$ cat src/rtl/hrl_pkg.sv
// ----------------------------------------------------------------------------
// hrl_pkg
// Shared types and constants of the hex record loader: character classes,
// result kinds, error codes, record types and queue sizing.
// ----------------------------------------------------------------------------
package hrl_pkg;

    localparam int CHAR_W     = 8;
    localparam int ADDR_W     = 32;
    localparam int BYTE_W     = 8;
    localparam int ERR_W      = 3;
    localparam int OUT_DATA_W = 48;

    localparam int QUEUE_DEPTH = 4;
    localparam int QPTR_W      = $clog2(QUEUE_DEPTH);

    localparam logic [CHAR_W-1:0] CHAR_COLON = 8'h3a;

    localparam logic [7:0] REC_DATA    = 8'h00;
    localparam logic [7:0] REC_EOF     = 8'h01;
    localparam logic [7:0] REC_EXT_LIN = 8'h04;

    localparam logic [ERR_W-1:0] ERR_NONE     = 3'd0;
    localparam logic [ERR_W-1:0] ERR_SYNTAX   = 3'd1;
    localparam logic [ERR_W-1:0] ERR_SHORT    = 3'd2;
    localparam logic [ERR_W-1:0] ERR_LENGTH   = 3'd3;
    localparam logic [ERR_W-1:0] ERR_CHECKSUM = 3'd4;

    typedef enum logic [1:0] {
        KIND_DATA   = 2'd0,
        KIND_ACCEPT = 2'd1,
        KIND_REJECT = 2'd2,
        KIND_END    = 2'd3
    } t_kind;

    typedef enum logic [2:0] {
        TK_SPACE,
        TK_COLON,
        TK_HEX,
        TK_OTHER,
        TK_EOS
    } t_class;

    typedef struct packed {
        t_class     cls;
        logic [3:0] nib;
    } t_tok;

endpackage

$ cat src/rtl/hrl_front.sv
// ----------------------------------------------------------------------------
// hrl_front
// Character classifier: sorts each incoming character into separator,
// colon, hex digit (with its value), other, or end of stream.
// ----------------------------------------------------------------------------
module hrl_front (
    input  logic [hrl_pkg::CHAR_W-1:0] i_char,
    input  logic                       i_eos,
    output hrl_pkg::t_tok              o_tok
);
    import hrl_pkg::*;

    always_comb begin
        o_tok.nib = 4'd0;
        if (i_eos) begin
            o_tok.cls = TK_EOS;
        end else if (i_char == 8'h20 || (i_char >= 8'h09 && i_char <= 8'h0d)) begin
            o_tok.cls = TK_SPACE;
        end else if (i_char == CHAR_COLON) begin
            o_tok.cls = TK_COLON;
        end else if (i_char >= 8'h30 && i_char <= 8'h39) begin
            o_tok.cls = TK_HEX;
            o_tok.nib = i_char[3:0];
        end else if ((i_char >= 8'h41 && i_char <= 8'h46) ||
                     (i_char >= 8'h61 && i_char <= 8'h66)) begin
            // 'A'..'F' and 'a'..'f' both carry 1..6 in the low bits.
            o_tok.cls = TK_HEX;
            o_tok.nib = i_char[3:0] + 4'd9;
        end else begin
            o_tok.cls = TK_OTHER;
        end
    end

endmodule

$ cat src/rtl/hrl_queue.sv
// ----------------------------------------------------------------------------
// hrl_queue
// Small first-in first-out queue of classified characters between the
// classifier and the record parser.
// ----------------------------------------------------------------------------
module hrl_queue (
    input  logic          i_clk,
    input  logic          i_rst_n,
    input  logic          i_push,
    input  hrl_pkg::t_tok i_tok,
    output logic          o_full,
    input  logic          i_pop,
    output logic          o_valid,
    output hrl_pkg::t_tok o_tok
);
    import hrl_pkg::*;

    t_tok              r_mem [QUEUE_DEPTH];
    logic [QPTR_W-1:0] r_wr_ptr;
    logic [QPTR_W-1:0] r_rd_ptr;
    logic [QPTR_W:0]   r_count;

    logic do_push;
    logic do_pop;

    assign o_full  = (r_count == QUEUE_DEPTH[QPTR_W:0]);
    assign o_valid = (r_count != '0);
    assign o_tok   = r_mem[r_rd_ptr];
    assign do_push = i_push && !o_full;
    assign do_pop  = i_pop && o_valid;

    always_ff @(posedge i_clk) begin
        if (do_push) begin
            r_mem[r_wr_ptr] <= i_tok;
        end
    end

    always_ff @(posedge i_clk) begin
        if (!i_rst_n) begin
            r_wr_ptr <= '0;
            r_rd_ptr <= '0;
            r_count  <= '0;
        end else begin
            if (do_push) begin
                r_wr_ptr <= r_wr_ptr + 1'b1;
            end
            if (do_pop) begin
                r_rd_ptr <= r_rd_ptr + 1'b1;
            end
            if (do_push && !do_pop) begin
                r_count <= r_count + 1'b1;
            end else if (do_pop && !do_push) begin
                r_count <= r_count - 1'b1;
            end
        end
    end

endmodule

$ cat src/rtl/hrl_back.sv
// ----------------------------------------------------------------------------
// hrl_back
// Record parser: assembles hex bytes, tracks record fields and checksum,
// emits provisional data bytes and record verdicts into an output register.
// ----------------------------------------------------------------------------
module hrl_back (
    input  logic                       i_clk,
    input  logic                       i_rst_n,
    input  logic                       i_valid,
    input  hrl_pkg::t_tok              i_tok,
    output logic                       o_pop,
    output logic                       o_valid,
    input  logic                       i_ready,
    output hrl_pkg::t_kind             o_kind,
    output logic [hrl_pkg::ADDR_W-1:0] o_address,
    output logic [hrl_pkg::BYTE_W-1:0] o_data_byte,
    output logic                       o_load_done,
    output logic [hrl_pkg::ERR_W-1:0]  o_error_code
);
    import hrl_pkg::*;

    typedef enum logic [1:0] {
        PH_IDLE,
        PH_RECORD,
        PH_DONE
    } t_phase;

    t_phase      r_phase,      n_phase;
    logic [8:0]  r_byte_count, n_byte_count;
    logic [3:0]  r_high_nib,   n_high_nib;
    logic        r_nib_pend,   n_nib_pend;
    logic [7:0]  r_sum,        n_sum;
    logic [7:0]  r_rec_len,    n_rec_len;
    logic [7:0]  r_rec_type,   n_rec_type;
    logic [15:0] r_rec_addr,   n_rec_addr;
    logic [15:0] r_upper,      n_upper;
    logic [15:0] r_cand_upper, n_cand_upper;
    logic        r_tok_bad,    n_tok_bad;

    logic              r_out_valid;
    t_kind             r_kind,   n_kind;
    logic [ADDR_W-1:0] r_addr,   n_addr;
    logic [BYTE_W-1:0] r_data,   n_data;
    logic              r_done,   n_done;
    logic [ERR_W-1:0]  r_err,    n_err;
    logic              emit;

    logic [ERR_W-1:0]  verdict_err;
    logic [7:0]        new_byte;
    logic [8:0]        offset;
    logic [ADDR_W-1:0] byte_addr;

    assign o_pop = i_valid && (!r_out_valid || i_ready);

    assign new_byte  = {r_high_nib, i_tok.nib};
    assign offset    = r_byte_count - 9'd4;
    assign byte_addr = {r_upper, r_rec_addr} + {{(ADDR_W-9){1'b0}}, offset};

    always_comb begin
        if (r_tok_bad) begin
            verdict_err = ERR_SYNTAX;
        end else if (r_byte_count < 9'd5) begin
            verdict_err = ERR_SHORT;
        end else if (({2'b00, r_rec_len} + 10'd5) != {1'b0, r_byte_count}) begin
            verdict_err = ERR_LENGTH;
        end else if (r_sum != 8'd0) begin
            verdict_err = ERR_CHECKSUM;
        end else begin
            verdict_err = ERR_NONE;
        end
    end

    always_comb begin
        n_phase      = r_phase;
        n_byte_count = r_byte_count;
        n_high_nib   = r_high_nib;
        n_nib_pend   = r_nib_pend;
        n_sum        = r_sum;
        n_rec_len    = r_rec_len;
        n_rec_type   = r_rec_type;
        n_rec_addr   = r_rec_addr;
        n_upper      = r_upper;
        n_cand_upper = r_cand_upper;
        n_tok_bad    = r_tok_bad;
        emit         = 1'b0;
        n_kind       = KIND_DATA;
        n_addr       = '0;
        n_data       = '0;
        n_done       = 1'b0;
        n_err        = ERR_NONE;

        if (o_pop) begin
            unique case (r_phase)
                PH_IDLE: begin
                    if (i_tok.cls == TK_EOS) begin
                        n_phase = PH_DONE;
                    end else if (i_tok.cls != TK_SPACE) begin
                        n_phase      = PH_RECORD;
                        n_byte_count = '0;
                        n_high_nib   = '0;
                        n_nib_pend   = 1'b0;
                        n_sum        = '0;
                        n_rec_len    = '0;
                        n_rec_type   = '0;
                        n_rec_addr   = '0;
                        n_cand_upper = '0;
                        n_tok_bad    = (i_tok.cls != TK_COLON);
                    end
                end
                PH_RECORD: begin
                    if (i_tok.cls == TK_EOS || i_tok.cls == TK_SPACE) begin
                        // The token has ended: give the record's verdict.
                        emit = 1'b1;
                        if (verdict_err != ERR_NONE) begin
                            n_phase = PH_DONE;
                            n_kind  = KIND_REJECT;
                            n_done  = 1'b1;
                            n_err   = verdict_err;
                        end else if (r_rec_type == REC_EOF) begin
                            n_phase = PH_DONE;
                            n_kind  = KIND_END;
                            n_done  = 1'b1;
                        end else begin
                            if (r_rec_type == REC_EXT_LIN) begin
                                n_upper = r_cand_upper;
                            end
                            n_kind  = KIND_ACCEPT;
                            n_done  = (i_tok.cls == TK_EOS);
                            n_phase = (i_tok.cls == TK_EOS) ? PH_DONE : PH_IDLE;
                        end
                    end else if (!r_tok_bad) begin
                        if (i_tok.cls != TK_HEX) begin
                            n_tok_bad = 1'b1;
                        end else if (!r_nib_pend) begin
                            n_high_nib = i_tok.nib;
                            n_nib_pend = 1'b1;
                        end else begin
                            n_nib_pend = 1'b0;
                            n_sum      = r_sum + new_byte;
                            if (r_byte_count == 9'd0) begin
                                n_rec_len = new_byte;
                            end else if (r_byte_count == 9'd1) begin
                                n_rec_addr[15:8] = new_byte;
                            end else if (r_byte_count == 9'd2) begin
                                n_rec_addr[7:0] = new_byte;
                            end else if (r_byte_count == 9'd3) begin
                                n_rec_type = new_byte;
                            end else begin
                                if (r_byte_count == 9'd4) begin
                                    n_cand_upper[15:8] = new_byte;
                                end else if (r_byte_count == 9'd5) begin
                                    n_cand_upper[7:0] = new_byte;
                                end
                                if (r_rec_type == REC_DATA && offset < {1'b0, r_rec_len}) begin
                                    emit   = 1'b1;
                                    n_kind = KIND_DATA;
                                    n_addr = byte_addr;
                                    n_data = new_byte;
                                end
                            end
                            if (r_byte_count != 9'h1ff) begin
                                n_byte_count = r_byte_count + 9'd1;
                            end
                        end
                    end
                end
                PH_DONE: begin
                end
                default: begin
                    n_phase = PH_DONE;
                end
            endcase
        end
    end

    always_ff @(posedge i_clk) begin
        if (!i_rst_n) begin
            r_phase      <= PH_IDLE;
            r_byte_count <= '0;
            r_high_nib   <= '0;
            r_nib_pend   <= 1'b0;
            r_sum        <= '0;
            r_rec_len    <= '0;
            r_rec_type   <= '0;
            r_rec_addr   <= '0;
            r_upper      <= '0;
            r_cand_upper <= '0;
            r_tok_bad    <= 1'b0;
            r_out_valid  <= 1'b0;
        end else begin
            r_phase      <= n_phase;
            r_byte_count <= n_byte_count;
            r_high_nib   <= n_high_nib;
            r_nib_pend   <= n_nib_pend;
            r_sum        <= n_sum;
            r_rec_len    <= n_rec_len;
            r_rec_type   <= n_rec_type;
            r_rec_addr   <= n_rec_addr;
            r_upper      <= n_upper;
            r_cand_upper <= n_cand_upper;
            r_tok_bad    <= n_tok_bad;
            if (o_pop && emit) begin
                r_out_valid <= 1'b1;
            end else if (i_ready) begin
                r_out_valid <= 1'b0;
            end
        end
        if (o_pop && emit) begin
            r_kind <= n_kind;
            r_addr <= n_addr;
            r_data <= n_data;
            r_done <= n_done;
            r_err  <= n_err;
        end
    end

    assign o_valid      = r_out_valid;
    assign o_kind       = r_kind;
    assign o_address    = r_addr;
    assign o_data_byte  = r_data;
    assign o_load_done  = r_done;
    assign o_error_code = r_err;

endmodule

$ cat src/rtl/hex_record_loader.sv
// ----------------------------------------------------------------------------
// hex_record_loader
// Intel HEX record parser fed one character per transfer.
// ----------------------------------------------------------------------------
// Usage:
//   The slave channel takes one character of the hex file per transfer in
//   tdata; tlast high marks end of file, and its tdata is then ignored.
//   The master channel returns results: tuser is the kind (provisional
//   data byte, record accepted, record rejected, end record accepted),
//   tdata holds the byte address, the data byte and the error code, and
//   tlast is high on the result that finishes or aborts the load.
//   An accepted character is written to the queue; the parser then puts its
//   result, if any, in the master output register. One character is
//   taken every cycle; the rate is set by the parser stage, which handles
//   one queued character per cycle while its output register is free.
//   When the receiver stalls, the output register holds its result and a
//   four-entry character queue keeps absorbing input until it fills, then
//   slave tready drops. After reset the parser waits between records with
//   the upper address zero and the queue empty. Once the load is done,
//   further characters are taken and dropped without result.
// ----------------------------------------------------------------------------
module hex_record_loader (
    input  logic        i_clk,
    input  logic        i_rst_n,
    input  logic        i_s_axis_tvalid,
    output logic        o_s_axis_tready,
    input  logic [7:0]  i_s_axis_tdata,   // [7:0] char_code
    input  logic        i_s_axis_tlast,
    output logic        o_m_axis_tvalid,
    input  logic        i_m_axis_tready,
    output logic [47:0] o_m_axis_tdata,   // [31:0] address, [39:32] data_byte,
                                          // [42:40] error_code, rest zero
    output logic [1:0]  o_m_axis_tuser,   // [1:0] kind
    output logic        o_m_axis_tlast
);
    import hrl_pkg::*;

    t_tok              front_tok;
    t_tok              queue_tok;
    logic              queue_full;
    logic              queue_valid;
    logic              queue_pop;
    t_kind             out_kind;
    logic [ADDR_W-1:0] out_addr;
    logic [BYTE_W-1:0] out_data;
    logic [ERR_W-1:0]  out_err;

    hrl_front u_front (
        .i_char (i_s_axis_tdata),
        .i_eos  (i_s_axis_tlast),
        .o_tok  (front_tok)
    );

    hrl_queue u_queue (
        .i_clk   (i_clk),
        .i_rst_n (i_rst_n),
        .i_push  (i_s_axis_tvalid),
        .i_tok   (front_tok),
        .o_full  (queue_full),
        .i_pop   (queue_pop),
        .o_valid (queue_valid),
        .o_tok   (queue_tok)
    );

    hrl_back u_back (
        .i_clk        (i_clk),
        .i_rst_n      (i_rst_n),
        .i_valid      (queue_valid),
        .i_tok        (queue_tok),
        .o_pop        (queue_pop),
        .o_valid      (o_m_axis_tvalid),
        .i_ready      (i_m_axis_tready),
        .o_kind       (out_kind),
        .o_address    (out_addr),
        .o_data_byte  (out_data),
        .o_load_done  (o_m_axis_tlast),
        .o_error_code (out_err)
    );

    assign o_s_axis_tready = !queue_full;
    assign o_m_axis_tuser  = out_kind;
    assign o_m_axis_tdata  = {{(OUT_DATA_W-ADDR_W-BYTE_W-ERR_W){1'b0}},
                              out_err, out_data, out_addr};

endmodule

$ cat config.mk
export PLATFORM = sky130hd
export DESIGN_NAME = hex_record_loader
export DESIGN_NICKNAME = d
export VERILOG_FILES = /design/src/rtl/hrl_pkg.sv /design/src/rtl/hrl_front.sv /design/src/rtl/hrl_queue.sv /design/src/rtl/hrl_back.sv /design/src/rtl/hex_record_loader.sv
export SDC_FILE = /design/constraint.sdc
export NUM_CORES = 1
export LEC_CHECK = 0
export BUFFER_PORTS_ARGS = -buffer_cell sky130_fd_sc_hd__buf_2
export CORE_MARGIN = 8
export CORE_UTILIZATION = 30
export CTS_BUF_LIST = sky130_fd_sc_hd__clkbuf_4
export DETAILED_ROUTE_END_ITERATION = 8
export RECOVER_POWER = 50
export SLEW_MARGIN = 20
export SYNTH_ARGS = -nofsm -noshare
export SYNTH_HDL_FRONTEND = slang
export SYNTH_SLANG_ARGS = --single-unit
$ cat constraint.sdc
create_clock -name i_clk -period 7.35 [get_ports i_clk]
set_input_delay 1.1025 -clock i_clk [delete_from_list [all_inputs] [get_ports i_clk]]
set_output_delay 1.1025 -clock i_clk [all_outputs]
set_load 0.02 [all_outputs]
==> results.md, run 1 <==
- The async set-reset flop share out of synthesis is 0%.
- For this configuration, the core starts out at a cell density of a little under a third.
- During I/O placement, the number of pins put on the boundary was 66.
- The number of cell instances on the worst register-to-register path is 11.
- The cell type with the highest aggregate area in the netlist is sky130_fd_sc_hd__edfxtp_1.
- Once the clock tree was built, the setup fixing pass inserted 0 buffers.
- The total overflow left after global routing is 0.
- The data arrival at the endpoint of the critical path is 5.31 ns.
- After floorplanning, the core was sized to cover around 0.029 sq mm.
- For this run, the detailed router's first-pass iteration total came to 8.
- In this run the worst path has a maximum fanout of 52.
- The type of the worst setup path is in2reg.
- The number of register bits inferred by synthesis is around 170.
- Sorting the synthesized cells by area gives the leading types as sky130_fd_sc_hd__edfxtp_1 26%, sky130_fd_sc_hd__dfxtp_1 23%, sky130_fd_sc_hd__ha_1 6.4%.
- The count of vias placed by the detailed router is 6300.
- After detailed routing, the average wire length per cell comes to between 15 and 20 um.
- The design area is approximately 0.0095 sq mm.
- The total instance count after detailed placement is about 1.3k.
- CTS built an H-tree with a depth of 4.
- For this run, design rule violations remaining after detail routing come to 0.
- Counting flops with a built-in enable in the synthesized netlist gives 74.
- Summed over all layers, the routed wires come to between 20000 and 25000 um.
- The number of antenna violations at the first check in global routing is 1.
- The worst hold path class is reg2reg.
- The post-detailed-route count of antenna-violating nets is 0.
- The max-slew violation total from the final report came to 95.
- After layout, the minimum clock period comes to around 4.8 ns.
- The clock net in this run drives a total of ~170 sinks.
- During synthesis, Yosys emitted a total of 0 warnings.
- The wire-length estimate of the detail-placed layout is roughly 14000 um.
- The deepest clock path buffer count is 2.
- The number of max-capacitance violations reported is 2.
- The clock slew seen by the registers of the worst setup and hold paths is 0.15 ns.
- Setup repair after global routing left no endpoint under its margin.
- The die covers between 0.03 and 0.04 sq mm.
- Buffers placed on the I/O ports in this run total 60.
- The congestion estimate from routability-driven global placement came to approximately 0.85.
- The layout net count is 963.
- Hold repair after CTS inserted 0 buffers.
- The x dimension of the die is roughly 190 um.
- TritonCTS built the clock tree.
- In this run the core area contains between 60 and 70 standard-cell rows.
- The number of DRC markers in iteration 0 is ~380.
- The power density relative to cell area is 257.3 mW/mm^2.
- The final-report setup violation count is 0.
- The gate count of the mapped netlist is 861.
- For this run, the total global-route usage over all layers was measured as between 10% and 20%.
- The worst hold path was traced through 2 stages.
- STA classifies the critical path endpoint as a flop.
- The global-route wire length before repair is approximately 33000 um.
- The die is approximately 190 um tall.
- The top cell type by area accounts for about a quarter of the synthesized area.
- The number of global-route vias before repair is 6153.
- The flow ran to the end, but the final reports show violations.
- The power consumption is 2.456 mW.
- The share of the cycle needed by the critical path after routing is 65.41%.
- The register-to-register setup slack is roughly 3.5 ns.
- The CTS buffer count is 17.
- The count of cells in the finished layout, fillers not included, comes to roughly 1.3k.
- Before CTS, the worst setup slack after placement is around 3.8 ns.
- Compared with the post-synthesis result, the final layout area differs by 10.26%.
- The most instantiated flip-flop cell in the synthesis netlist is sky130_fd_sc_hd__dfxtp_1.
- The number of unique standard cell types used by synthesis is 60.
- The total negative setup slack is 0 ns.
- The sequential area share after synthesis is around half.
- The post-route worst setup slack is around 2.5 ns.
- Derived from the worst setup path, the maximum achievable clock frequency is about 0.21 GHz.
- The fraction of final layout cells with drive strength greater than 1 is 6.769%.
- The leading cell type in the layout, fill and taps excluded is sky130_fd_sc_hd__dfxtp_1.
- The number of inserted filler cells in the final layout is between 2k and 3k.
- In this run, post-CTS repair resized a total of 0 instances.
- The total count of hold-check failures in the final report is 0.
- Headroom to the max-slew limit came out at -51.91%.
- For the pin with the worst max-slew slack, the measured transition is roughly 2.3 ns.
- The final reports fail on capacitance limit, slew limit.
- The placement-stage cell area is approximately 0.0093 sq mm.
- The total standard cell area after synthesis is approximately 0.0087 sq mm.
- The library cells used most frequently in the layout, excluding fill and tap cells, are 99 x sky130_fd_sc_hd__dfxtp_1, 95 x sky130_fd_sc_hd__nor2_1, 81 x sky130_fd_sc_hd__nand2_1.
- The mean cell area of the mapped netlist is approximately 10 sq um.
- The worst setup path is launched from an input port.
- The pin count of the biggest net entering global routing is between 50 and 60.
- The cell sitting at the root of the clock tree is a sky130_fd_sc_hd__clkbuf_4.
- Across the VDD grid, the largest voltage drop is roughly 0.00013 V.
- The clock insertion delay at the later pin of the skew report is ~0.56 ns.
- The mean number of vias per cell is 4.839.
- At the worst endpoint, the required time is a little under 8 ns.
- The worst clock skew is 0.03002 ns.
- Summed over all cells, the static leakage comes to about 3.4 nW.
[synthesized netlist by cell type, types with 13 or more instances]
library cell               count
sky130_fd_sc_hd__nor2_1       95
sky130_fd_sc_hd__mux2i_1      46
sky130_fd_sc_hd__nor2b_1      13
sky130_fd_sc_hd__nand2_1      82
sky130_fd_sc_hd__nand3_1      38
sky130_fd_sc_hd__clkbuf_1     38
sky130_fd_sc_hd__dfxtp_1      99
sky130_fd_sc_hd__and3_1       15
sky130_fd_sc_hd__edfxtp_1     74
sky130_fd_sc_hd__inv_1        37
sky130_fd_sc_hd__a21oi_1      26
sky130_fd_sc_hd__ha_1         44
sky130_fd_sc_hd__o21ai_1      14
sky130_fd_sc_hd__xnor2_1      25
sky130_fd_sc_hd__nor3_1       15
sky130_fd_sc_hd__o21ai_0      30
sky130_fd_sc_hd__xor2_1       35
[layer usage]
metal	wire length, um	vias to the layer above	GRT usage, %
met5	0	-	0
li1	-	3139	-
met1	9471	2998	15.94
met3	1035	14	2.577
met4	251	0	3.176
met2	9442	149	19.38
[state kept, by name (all words and copies together) (netlist names), named ones only]
register	count
u_back.o_address	32
u_back.o_data_byte	8
u_back.o_error_code	3
u_back.o_kind	2
u_back.o_load_done	1
u_back.o_valid	1
u_back.r_byte_count	9
u_back.r_cand_upper	16
u_back.r_high_nib	4
u_back.r_nib_pend	1
u_back.r_phase	2
u_back.r_rec_addr	16
u_back.r_rec_len	8
u_back.r_rec_type	8
u_back.r_sum	8
u_back.r_tok_bad	1
u_back.r_upper	16
u_queue.r_count	3
u_queue.r_mem	28
u_queue.r_rd_ptr	2
u_queue.r_wr_ptr	2
[power by group]
part           internal (mW)  switching, mW
Clock                  0.219          0.371
Combinational          0.243          0.464
Sequential              1.08         0.0781
[area by class of cell]
class                      count  area, sq um  share of cell area, %
sequential                   173         4204                  44.04
antenna                        2        5.005                0.05242
inverter                      37        138.9                  1.455
clock inverter                14        171.4                  1.796
timing repair buffer          65        267.8                  2.805
multi-input combinational    609         4144                  43.41
tap                          384        480.5                  5.033
clock buffer                  18        135.1                  1.415
[kinds of logic after synthesis]
family / share of synthesized area [%]
and+or+nand+nor: 17.49
DFF: 48.55
AOI/OAI and AO/OA: 9.538
buffers and inverters: 3.988
xor gates and xnor gates: 6.069
muxes: 7.269
adders and majority gates: 7.052
other: 0.04331
[path summary, 6_finish.rpt]
check | startpoint | endpoint
max | i_rst_n | u_back.r_high_nib[2]
min | u_back.r_cand_upper[10] | u_back.r_cand_upper[10]
max reg2reg | u_back.r_byte_count[2] | u_back.o_address[7]
min reg2reg | u_back.r_cand_upper[10] | u_back.r_cand_upper[10]
[critical path, stage by stage]
cell and delay (ns):
sky130_fd_sc_hd__buf_2 0.08, sky130_fd_sc_hd__clkbuf_1 1.61, sky130_fd_sc_hd__inv_1 1.28, sky130_fd_sc_hd__nor3_2 0.32, sky130_fd_sc_hd__buf_4 0.33, sky130_fd_sc_hd__nand2_1 0.27
sky130_fd_sc_hd__nor2_1 0.17, sky130_fd_sc_hd__a31o_2 0.11
[through the flow]
stage	utilization [%]	hold slack (ns)
2_1_floorplan	-	0.4281
3_3_place_gp	32.55	0.4426
3_5_place_dp	32.55	0.4519
4_1_cts	33.63	0.4706
5_1_grt	33.44	0.4940
6_report	33.44	0.4733
Power figures use the tool's default switching activity.
==> run 2: changes to the inputs <==
Clock period 7.35 ns to 5 ns, I/O delays scaled along.
==> run 2 against run 1 <==
- highest routed layer unchanged
- via count up 0.60%
- the flow still finishes with violations (capacitance limit, slew limit)
- cell count is essentially flat
- sequential share of layout area is 0.12 points higher
- utilization shrank 0.092 points
- cell area is 0.28% lower
- clock skew decreased by 0.0025 ns
- combinational power rose by 46%
- wire length increased by 0.51%
- die area is the same
- worst setup slack got worse by 1.5 ns
- clock power grew 42%
==> results.md, run 2 (same netlist as run 1, synthesis figures left out) <==
- The flow ran to the end, but the final reports show violations.
- The final reports fail on capacitance limit, slew limit.
- The clock net in this run drives a total of approximately 170 sinks.
- The number of hold buffers added after cts is 0.
- Clock latency on the worst-skew pair, taken at its later pin, is approximately 0.56 ns.
- The register-to-register setup slack is between 1 and 1.5 ns.
- The core footprint is approximately 0.029 sq mm.
- The clock tree root buffer cell is sky130_fd_sc_hd__clkbuf_4.
- The CTS tree is yes.
- The deepest clock path buffer count is 2.
- The layout net count is approximately 960.
- In this run the worst path has a maximum fanout of 41.
- The nature of the critical path endpoint is a flop.
- The max-slew violation total from the final report is 108.
- The number of remaining DRC errors is 0.
- The element type at the critical path start is a flop.
- The total count of hold-check failures in the final report came to 0.
- The congestion estimate from routability-driven global placement came to between 0.8 and 0.9.
- The count of H-tree levels built during CTS is 4.
- The post-detailed-route count of antenna-violating nets is 0.
- The leading cell type in the layout, fill and taps excluded is sky130_fd_sc_hd__dfxtp_1.
- The global-route total usage across every layer is around an eighth.
- The area taken by multi-input logic gates is approximately 0.0041 sq mm.
- The synthesis-to-layout area growth is 9.957%.
- The number of global-route vias before repair is just over 6k.
- The die footprint is roughly 0.035 sq mm.
- Following the worst setup path forward leads to its endpoint at u_back.o_address[7].
- Before antenna repair, the detailed router went through 4 iterations.
- At the pin with the least slew margin, the transition time is roughly 2 ns.
- Max-cap violations in this run came to 3.
- The maximum operating frequency is ~0.25 GHz.
- The count of vias placed by the detailed router is roughly 6.3k.
- The placement row count is 62.
- The tightest min-delay check is of the reg2reg type.
- The final-report setup violation count is 0.
- The startpoint of the worst setup timing path is u_back.r_byte_count[4].
- The post-CTS setup-driven buffer insertion count is 0.
- In the finished design, the share of the clock period the worst path needs comes to slightly below 80%.
- By startpoint and endpoint, the worst setup path is classified as reg2reg.
- The library cells used most frequently in the layout, excluding fill and tap cells, are 99 x sky130_fd_sc_hd__dfxtp_1, 95 x sky130_fd_sc_hd__nor2_1, 81 x sky130_fd_sc_hd__nand2_1.
- After routing, the total negative slack on setup checks comes to 0 ns.
- The worst register-to-register path has a depth of 10.
- The total congestion overflow after global routing is 0.
- The number of I/O pins is between 60 and 70.
- Setup repair after global routing left no endpoint under its margin.
- The endpoint identified for the worst register-to-register timing path is u_back.o_address[7].
- The headroom to the max-slew limit is -32.89%.
- After clock tree synthesis, the clock-pin slew on the worst setup and hold paths is around 0.14 ns.
- Registers take ~0.0042 sq mm.
- The maximum cell stage delay along the critical path is about 1.5 ns.
- The global-route wire length before repair is around 33000 um.
- Counting the fill cells in the layout gives about 3.0k.
- Traced cell by cell, the critical path runs through nor3_1, nand3_1, xnor2_1, ha_1, o21ai_0, a21oi_1, a21oi_1, nand4_1, clkbuf_1, a221oi_1.
- The number of DRC markers in iteration 0 is between 500 and 600.
- The routed design could run at a clock period as short as approximately 4.0 ns.
- The critical path data required time is approximately 5.2 ns.
- The detailed placer's ending HPWL is around 15000 um.
- The worst clock skew is 0.02757 ns.
- The leakage power figure is around 3.4 nW.
- The startpoint identified for the worst hold timing path is u_back.r_cand_upper[6].
- The mean number of vias per cell is slightly below 5.
- For this configuration, the core starts out at a cell density of 30.33%.
- Across the VDD grid, the largest voltage drop is 0.0002525 V.
- Hold is met by between 0.4 and 0.5 ns.
- For this design, the slowest cell found on the critical path is sky130_fd_sc_hd__clkbuf_1.
- Buffers placed on the I/O ports in this run total 60.
- The fraction of final layout cells with drive strength greater than 1 is between 6 and 7%.
- In this run the critical register-to-register path is launched from u_back.r_byte_count[4].
- The x dimension of the die is between 150 and 200 um.
- The wire length per cell after detailed routing is 15.61 um.
- The power density relative to cell area is 375.2 mW/mm^2.
- The CTS buffer count is 17.
- The cell occurring most often along the worst timing path is sky130_fd_sc_hd__a21oi_1.
- Data on the critical path arrives at its endpoint at roughly 4.2 ns.
- The post-CTS resize count is 0.
- The register with the most flip-flops in the layout has 32 of them.
- Entering global routing, the biggest net connects 47 pins.
- The number of antenna violations at the first check in global routing is 1.
- The total routed wirelength is slightly above 20000 um.
- The die boundary height is 185.9 um.
[run 2: power by group]
part | internal, mW | switching [mW]
clock network | 0.315 | 0.520
logic | 0.351 | 0.681
registers | 1.59 | 0.115
total | 2.26 | 1.32
[run 2: layer usage]
metal  global-route usage, %  wire length (um)  up-vias
met1                   16.17              9883     3032
met4                   3.207               188        0
met2                   19.29              9316      161
li1                        -                 -     3132
met5                       0                 0        -
met3                   2.264               915       13
[run 2: cell type report]
type,instances,share of cell area (%)
inverters,37,1.459
diodes,1,0.02628
well taps,384,5.047
clock buffers,18,1.419
multi-input cells,609,43.47
clock inverters,14,1.656
flip-flops and latches,173,44.16
repair buffers,65,2.760
[run 2: critical path, delay by kind of cell, from the launching register on]
family	cells	cell delay [ns]
buf+inv	1	1.45
simple gates	3	0.73
compound gates	4	0.47
flops	1	0.44
fa+ha+maj	1	0.32
xor+xnor	1	0.20
[run 2: worst min path at each step]
stage,depth (start not counted),slack (ns),end
floorplan,2,0.43,u_back.r_cand_upper[6]
global placement,2,0.44,u_back.r_cand_upper[6]
detailed placement,2,0.45,u_back.r_cand_upper[6]
CTS,1,0.39,u_queue.r_mem[3][6]
global route,1,0.46,u_queue.r_mem[3][6]
finish,2,0.46,u_back.r_cand_upper[6]
[run 2: per-stage QoR]
stage	total power, mW	std cells	util [%]	area [sq um]	setup WS [ns]
final	3.572	1301	33.35	9520	1.025
after global routing	3.780	1301	33.35	9520	0.5912
after CTS	3.614	1300	33.61	9594	1.409
after detailed placement	2.775	1268	32.58	9301	1.470
after global placement	2.752	1268	32.55	9293	1.547
after floorplan	2.508	865	-	8673	1.488
